<file path="config.mk">
export PLATFORM = sky130hd
export DESIGN_NAME = afc_dist_unit
export DESIGN_NICKNAME = d
export VERILOG_FILES = /design/src/rtl/core/afc_pkg.sv /design/src/rtl/core/afc_dist_unit.sv
export SDC_FILE = /design/constraint.sdc
export NUM_CORES = 2
export LEC_CHECK = 0
export ABC_CLOCK_PERIOD_IN_PS = 24200
export BUFFER_PORTS_ARGS = -buffer_cell sky130_fd_sc_hd__buf_2
export CORE_ASPECT_RATIO = 0.9
export CORE_UTILIZATION = 25
export CTS_CLUSTER_DIAMETER = 30
export DETAILED_ROUTE_END_ITERATION = 12
export GPL_TIMING_DRIVEN = 0
export PLACE_DENSITY_LB_ADDON = 0.08
export SETUP_SLACK_MARGIN = 0.4
export SLEW_MARGIN = 5
export SYNTH_ARGS = -nofsm -noshare
export SYNTH_HDL_FRONTEND = slang
export SYNTH_SLANG_ARGS = --single-unit
</file>
<file path="constraint.sdc">
create_clock -name i_clk -period 24.2 [get_ports i_clk]
set_input_delay 3.63 -clock i_clk [delete_from_list [all_inputs] [get_ports i_clk]]
set_output_delay 3.63 -clock i_clk [all_outputs]
set_load 0.01 [all_outputs]
</file>
<file path="src/rtl/core/afc_pkg.sv">
// Shared types and constants of the box-versus-view-volume classifier.
package afc_pkg;

    localparam int NUM_PLANES   = 4;
    localparam int NUM_CORNERS  = 8;
    localparam int CFG_BITS     = 64;
    localparam int EYE_BITS     = 48;
    localparam int FAR_BITS     = 16;
    localparam int CFG_IDX_BITS = 3;
    // Two stages in each plane cell plus two in the distance unit.
    localparam int PIPE_DEPTH   = 2 * NUM_PLANES + 2;
    localparam int CNT_BITS     = $clog2(PIPE_DEPTH + 1);

    typedef logic [1:0] t_verdict;

    localparam t_verdict VERDICT_OUTSIDE  = 2'd0;
    localparam t_verdict VERDICT_STRADDLE = 2'd1;
    localparam t_verdict VERDICT_INSIDE   = 2'd2;

    typedef logic [CFG_IDX_BITS-1:0] t_cfg_index;

    localparam t_cfg_index CFG_PLANE_0 = 3'd0;
    localparam t_cfg_index CFG_PLANE_1 = 3'd1;
    localparam t_cfg_index CFG_PLANE_2 = 3'd2;
    localparam t_cfg_index CFG_PLANE_3 = 3'd3;
    localparam t_cfg_index CFG_EYE     = 3'd4;
    localparam t_cfg_index CFG_FAR     = 3'd5;

    // Plane results gathered as an item walks down the row of cells.
    typedef struct packed {
        logic       outside;
        logic [2:0] behind_cnt;
    } t_flags;

endpackage

</file>
<file path="src/rtl/core/afc_dist_unit.sv">
// Last cell: eye containment, far-distance test and the final verdict.
module afc_dist_unit #(
    parameter int COORD_BITS = 16
) (
    input  logic                    i_clk,
    input  logic                    i_rst_n,
    input  logic [47:0]             i_eye,
    input  logic [15:0]             i_far,
    input  logic                    i_valid,
    output logic                    o_ready,
    input  logic [6*COORD_BITS-1:0] i_box,
    input  afc_pkg::t_flags         i_flags,
    output logic                    o_valid,
    input  logic                    i_ready,
    output afc_pkg::t_verdict       o_verdict
);
    localparam int CB   = COORD_BITS;
    localparam int SQW  = 2 * CB + 2;
    localparam int SUMW = 2 * CB + 4;
    localparam int DW   = (SUMW > 64) ? 64 : SUMW;
    localparam int CW   = (DW > 32) ? DW : 32;

    logic [127:0]          eye_ext;
    logic signed [CB-1:0]  eye [3];

    logic                  r_va, r_vb;
    logic                  en_a, en_b;
    afc_pkg::t_flags       r_flags;
    logic                  r_eye_in;
    logic [31:0]           r_far_sq;
    logic [SQW-1:0]        r_sq_lo [3];
    logic [SQW-1:0]        r_sq_hi [3];
    logic [SQW-1:0]        n_sq_lo [3];
    logic [SQW-1:0]        n_sq_hi [3];
    logic                  n_eye_in;
    afc_pkg::t_verdict     r_verdict, n_verdict;

    logic signed [CB-1:0]  lo_c, hi_c;
    logic signed [CB:0]    e_w, lo_w, hi_w, dl, dh;
    logic [CB:0]           abs_lo, abs_hi;
    logic [SUMW-1:0]       d2_full;
    logic [DW-1:0]         d2;
    logic [CW-1:0]         d2_c, far_c;
    logic                  all_near, all_far;

    assign eye_ext = {80'b0, i_eye};
    for (genvar a = 0; a < 3; a++) begin : g_eye
        assign eye[a] = eye_ext[a*CB +: CB];
    end

    assign en_b      = !r_vb || i_ready;
    assign en_a      = !r_va || en_b;
    assign o_ready   = en_a;
    assign o_valid   = r_vb;
    assign o_verdict = r_verdict;

    always_comb begin
        n_eye_in = 1'b1;
        for (int a = 0; a < 3; a++) begin
            lo_c       = i_box[a*CB +: CB];
            hi_c       = i_box[(a+3)*CB +: CB];
            n_eye_in   = n_eye_in && (eye[a] > lo_c) && (eye[a] < hi_c);
            e_w        = {eye[a][CB-1], eye[a]};
            lo_w       = {lo_c[CB-1], lo_c};
            hi_w       = {hi_c[CB-1], hi_c};
            dl         = e_w - lo_w;
            dh         = e_w - hi_w;
            abs_lo     = dl[CB] ? (CB+1)'(-dl) : (CB+1)'(dl);
            abs_hi     = dh[CB] ? (CB+1)'(-dh) : (CB+1)'(dh);
            n_sq_lo[a] = SQW'(abs_lo) * SQW'(abs_lo);
            n_sq_hi[a] = SQW'(abs_hi) * SQW'(abs_hi);
        end
    end

    always_comb begin
        all_near = 1'b1;
        all_far  = 1'b1;
        far_c    = CW'(r_far_sq);
        for (int i = 0; i < afc_pkg::NUM_CORNERS; i++) begin
            d2_full = SUMW'((((i >> 0) & 1) != 0) ? r_sq_hi[0] : r_sq_lo[0])
                    + SUMW'((((i >> 1) & 1) != 0) ? r_sq_hi[1] : r_sq_lo[1])
                    + SUMW'((((i >> 2) & 1) != 0) ? r_sq_hi[2] : r_sq_lo[2]);
            d2       = d2_full[DW-1:0];
            d2_c     = CW'(d2);
            all_near = all_near && (d2_c < far_c);
            all_far  = all_far && (d2_c > far_c);
        end
        if (r_flags.outside) begin
            n_verdict = afc_pkg::VERDICT_OUTSIDE;
        end else if (r_eye_in) begin
            n_verdict = afc_pkg::VERDICT_STRADDLE;
        end else if (all_far) begin
            n_verdict = afc_pkg::VERDICT_OUTSIDE;
        end else if (all_near && r_flags.behind_cnt == 3'(afc_pkg::NUM_PLANES)) begin
            n_verdict = afc_pkg::VERDICT_INSIDE;
        end else begin
            n_verdict = afc_pkg::VERDICT_STRADDLE;
        end
    end

    always_ff @(posedge i_clk) begin
        if (!i_rst_n) begin
            r_va <= 1'b0;
            r_vb <= 1'b0;
        end else begin
            if (en_a) begin
                r_va <= i_valid;
            end
            if (en_b) begin
                r_vb <= r_va;
            end
        end
    end

    always_ff @(posedge i_clk) begin
        if (en_a && i_valid) begin
            r_flags  <= i_flags;
            r_eye_in <= n_eye_in;
            r_far_sq <= 32'(i_far) * 32'(i_far);
            r_sq_lo  <= n_sq_lo;
            r_sq_hi  <= n_sq_hi;
        end
        if (en_b && r_va) begin
            r_verdict <= n_verdict;
        end
    end

endmodule

</file>
==> results by stage <==
Outcome:
- The run finished with clean final reports.

Worst setup path:
- The type of element capturing the critical path is a flop.
- The critical path in this run is classified as primary input to flop.
- STA puts the critical path data required time at 24.62 ns.
- STA classifies the critical path startpoint as a primary input.
- At the worst endpoint, the arrival time is 15.27 ns.
- The critical path's largest stage delay is 1.09 ns.
- For this design, the slowest cell found on the critical path is sky130_fd_sc_hd__xnor2_1.
- The most frequent cell on the critical path is sky130_fd_sc_hd__fa_1.
- Of all nets on the critical path, the largest fanout is 10.
- The cell type group with the largest total delay on the critical path is compound AO/OA/AOI/OAI gates.
- The number of buffers and inverters on the critical path is 8.

Finish:
- The synthesis-to-layout area growth is 11.0%.
- In the final layout, the share of cells above drive strength 1 is 4.28%.
- The filler cell count in the final layout is 39,227.
- The net count of the finished layout is 13,854.
- The post-route core utilization is about 28%.
- The top cell types in the final layout, fill and taps aside, are 2,170 x sky130_fd_sc_hd__inv_1, 1,478 x sky130_fd_sc_hd__ha_1, 1,327 x sky130_fd_sc_hd__fa_1.
- The final non-filler cell total is 15,820.
- The most frequent standard cell in the layout excluding fill and tap cells is sky130_fd_sc_hd__inv_1.

Synthesis:
- The share of the yosys chip area belonging to registers is 7.77%.
- The number of synthesis warnings is 0.
- Counting flops with an async set or reset pin after synthesis yields a share of 0%.
- The number of distinct library cell variants in the gate-level netlist after synthesis is ~110.
- In this run the cell area of the synthesized design comes to 91,800 um^2.
- In this run, synthesis inferred 236 flip-flops with an integrated enable.
- Ranked by total cell area, the synthesized netlist is headed by sky130_fd_sc_hd__fa_1 29%, sky130_fd_sc_hd__ha_1 20%, sky130_fd_sc_hd__inv_1 8.9%.
- The post-synthesis average cell area is 8.70 um^2.
- Synthesis inferred 238 register bits.
- Among all flip-flop cells after synthesis, the most frequent one is sky130_fd_sc_hd__edfxtp_1.
- Synthesis handed over a netlist of 10,551 instances.
- The area fraction of the dominant cell type after synthesis is 28.9%.
- sky130_fd_sc_hd__fa_1 takes more of the synthesized area than any other cell.

Floorplan:
- The number of top-level design ports is between 150 and 200.
- In this run the standard cell core region covers 364,000 um^2.
- The starting utilization of the core area is 25.2%.
- The die is 577 um tall.
- The floorplan step set the die width to 641 um.
- The standard-cell row count is between 200 and 250.
- The die outline area is 370,000 um^2.

Clocking:
- The total of hold buffers inserted after clock tree synthesis is 0.
- The H-tree was split into 3 levels.
- Post-CTS timing repair inserted 0 buffers for setup.
- TritonCTS created 77 clock buffers.
- The clock drives 238 sinks.
- Clock tree synthesis selected as its root buffer the cell sky130_fd_sc_hd__clkbuf_16.
- The CTS clock-pin slew for the worst setup and hold paths is 0.04 ns.
- The post-cts resize count is 0.
- The CTS tree is done.
- In this run the deepest clock path goes through 3 buffers.
- At the later pin of the worst-skew pair, clock insertion delay measures ~0.67 ns.

Detailed routing:
- Wires add up to 322 mm.
- The number of detailed-routing iterations run before antenna repair is 6.
- The count of nets left with antenna violations after detail routing is 0.
- The via density per instance is 4.56.
- The routed layout has 72,132 vias.
- The DRC violation count after routing is 0.
- After detailed routing, the average wire length per cell comes to 20.3 um.
- The starting DRC count in detailed routing is 4,190.

Placement:
- The congestion estimate from routability-driven global placement came to 0.879.
- Once placement completed, the tool counted placed cells totaling 15,678.
- The setup slack at placement is 8.66 ns.
- Input and output buffers added on the ports amount to 170.
- Summed over all nets, the half-perimeter wirelength after detailed placement is 283 mm.

Global route:
- The number of global-route vias before repair is 75,621.
- The sum of overflow across all layers after global routing is 0.
- The aggregate global-route resource usage is 17.5%.
- The first global-routing pass estimated 486 mm of wire.
- The number of antenna violations at the first check in global routing is 24.
- Entering global routing, the biggest net connects 64 pins.

Hold path:
- The class of the worst hold path is flop to flop.

STA:
- Timing would allow up to 67.3 MHz.
- The final critical path takes up ~60% of the cycle.
- The worst path meets setup with 9.35 ns of slack.
- The number of slew-limit violations in the final report is 0.
- Setup repair after global routing left no endpoint under its margin.
- The worst clock skew is 0.0397 ns.
- The setup-violating endpoint count in the final report is 0.
- The slew at the pin closest to its max-slew limit is 1.39 ns.
- The hold violation total from the final report is 0.
- The final critical delay including setup and external delays is 14.85 ns.
- Adding up every negative setup slack in the final design gives 0 ns.
- Measured against its own limit, the worst slew margin works out to 6.42%.

Run:
- Max-cap violations in this run came to 0.
-- state kept, by name (all words and copies together), names as in the netlist --
register	flops
r_sq_hi	99
r_sq_lo	99
r_far_sq	31
r_flags	4
o_verdict	2
o_valid	1
r_eye_in	1
r_va	1
-- cells by family (layout without fill, tap and decap cells) --
family,count (synthesis),after routing,share of synthesized area [%]
adders and majority gates,2805,2805,49.1
and+or+nand+nor,2582,2582,13.2
buffers and inverters,2357,2676,9.68
AOI/OAI and AO/OA,1871,1871,13.5
xor gates and xnor gates,688,688,6.66
DFF,238,238,7.77
muxes,8,8,0.0900
other,2,76,0.00818
-- Yosys cell counts (122+ instances only) --
master	n
sky130_fd_sc_hd__inv_1	2170
sky130_fd_sc_hd__ha_1	1478
sky130_fd_sc_hd__fa_1	1327
sky130_fd_sc_hd__nor2_1	833
sky130_fd_sc_hd__nand2_1	741
sky130_fd_sc_hd__a21oi_1	533
sky130_fd_sc_hd__xnor2_1	461
sky130_fd_sc_hd__a21o_1	323
sky130_fd_sc_hd__o21ai_0	301
sky130_fd_sc_hd__edfxtp_1	236
sky130_fd_sc_hd__xor2_1	215
sky130_fd_sc_hd__nor3_1	167
sky130_fd_sc_hd__nand3_1	130
sky130_fd_sc_hd__clkbuf_1	124
sky130_fd_sc_hd__o21a_1	122
-- metal layers --
| metal | share of wire (%) | vias up | track usage [%] |
|---|---|---|---|
| li1 | - | 35264 | - |
| met5 | 0 | - | 0 |
| met3 | 3.2 | 195 | 1.43 |
| met2 | 45 | 1169 | 28.2 |
| met1 | 50 | 35504 | 25.7 |
| met4 | 1.7 | 0 | 2.99 |
-- final cells by class --
cell class | instances | area [um^2] | area share, %
diodes | 4 | 10.0 | 0.00983
repair buffers | 181 | 1040 | 1.02
inverters | 2207 | 8280 | 8.13
clock inverters | 55 | 573 | 0.563
multi-input cells | 8026 | 76200 | 74.8
clock buffers | 83 | 1970 | 1.93
plain buffers | 150 | 596 | 0.585
flip-flops and latches | 238 | 7130 | 7.00
well taps | 4876 | 6100 | 5.99
-- per-stage QoR --
| stage | hold slack, ns | area [um^2] |
|---|---|---|
| 5_1_grt | 0.534 | 102000 |
| 3_5_place_dp | 0.501 | 99300 |
| 6_report | 0.509 | 102000 |
| 4_1_cts | 0.508 | 102000 |
| 3_3_place_gp | 0.494 | 99000 |
| 2_1_floorplan | 0.477 | 92000 |
-- worst register-to-register path: cells and delay by family, from the launching register on --
kind,cells,cell delay [ns]
AOI/OAI and AO/OA,19,5.72
and+or+nand+nor,6,2.05
buffers and inverters,1,0.28
adders and majority gates,3,1.09
xor gates and xnor gates,1,0.15
DFF,1,0.76
-- worst paths after layout --
path | from | end | slack, ns | depth (start not counted)
worst max-delay path | i_eye[32] | r_sq_hi[33] | 9.35 | 39
worst min-delay path | r_va | o_valid | 0.51 | 1
worst max register to register | r_sq_lo[37] | o_verdict[0] | 13.95 | 30
worst min register to register | r_va | o_valid | 0.51 | 1
Power is not shown: default switching activity piles up to over one toggle a cycle in this logic, so the estimate is an artifact.
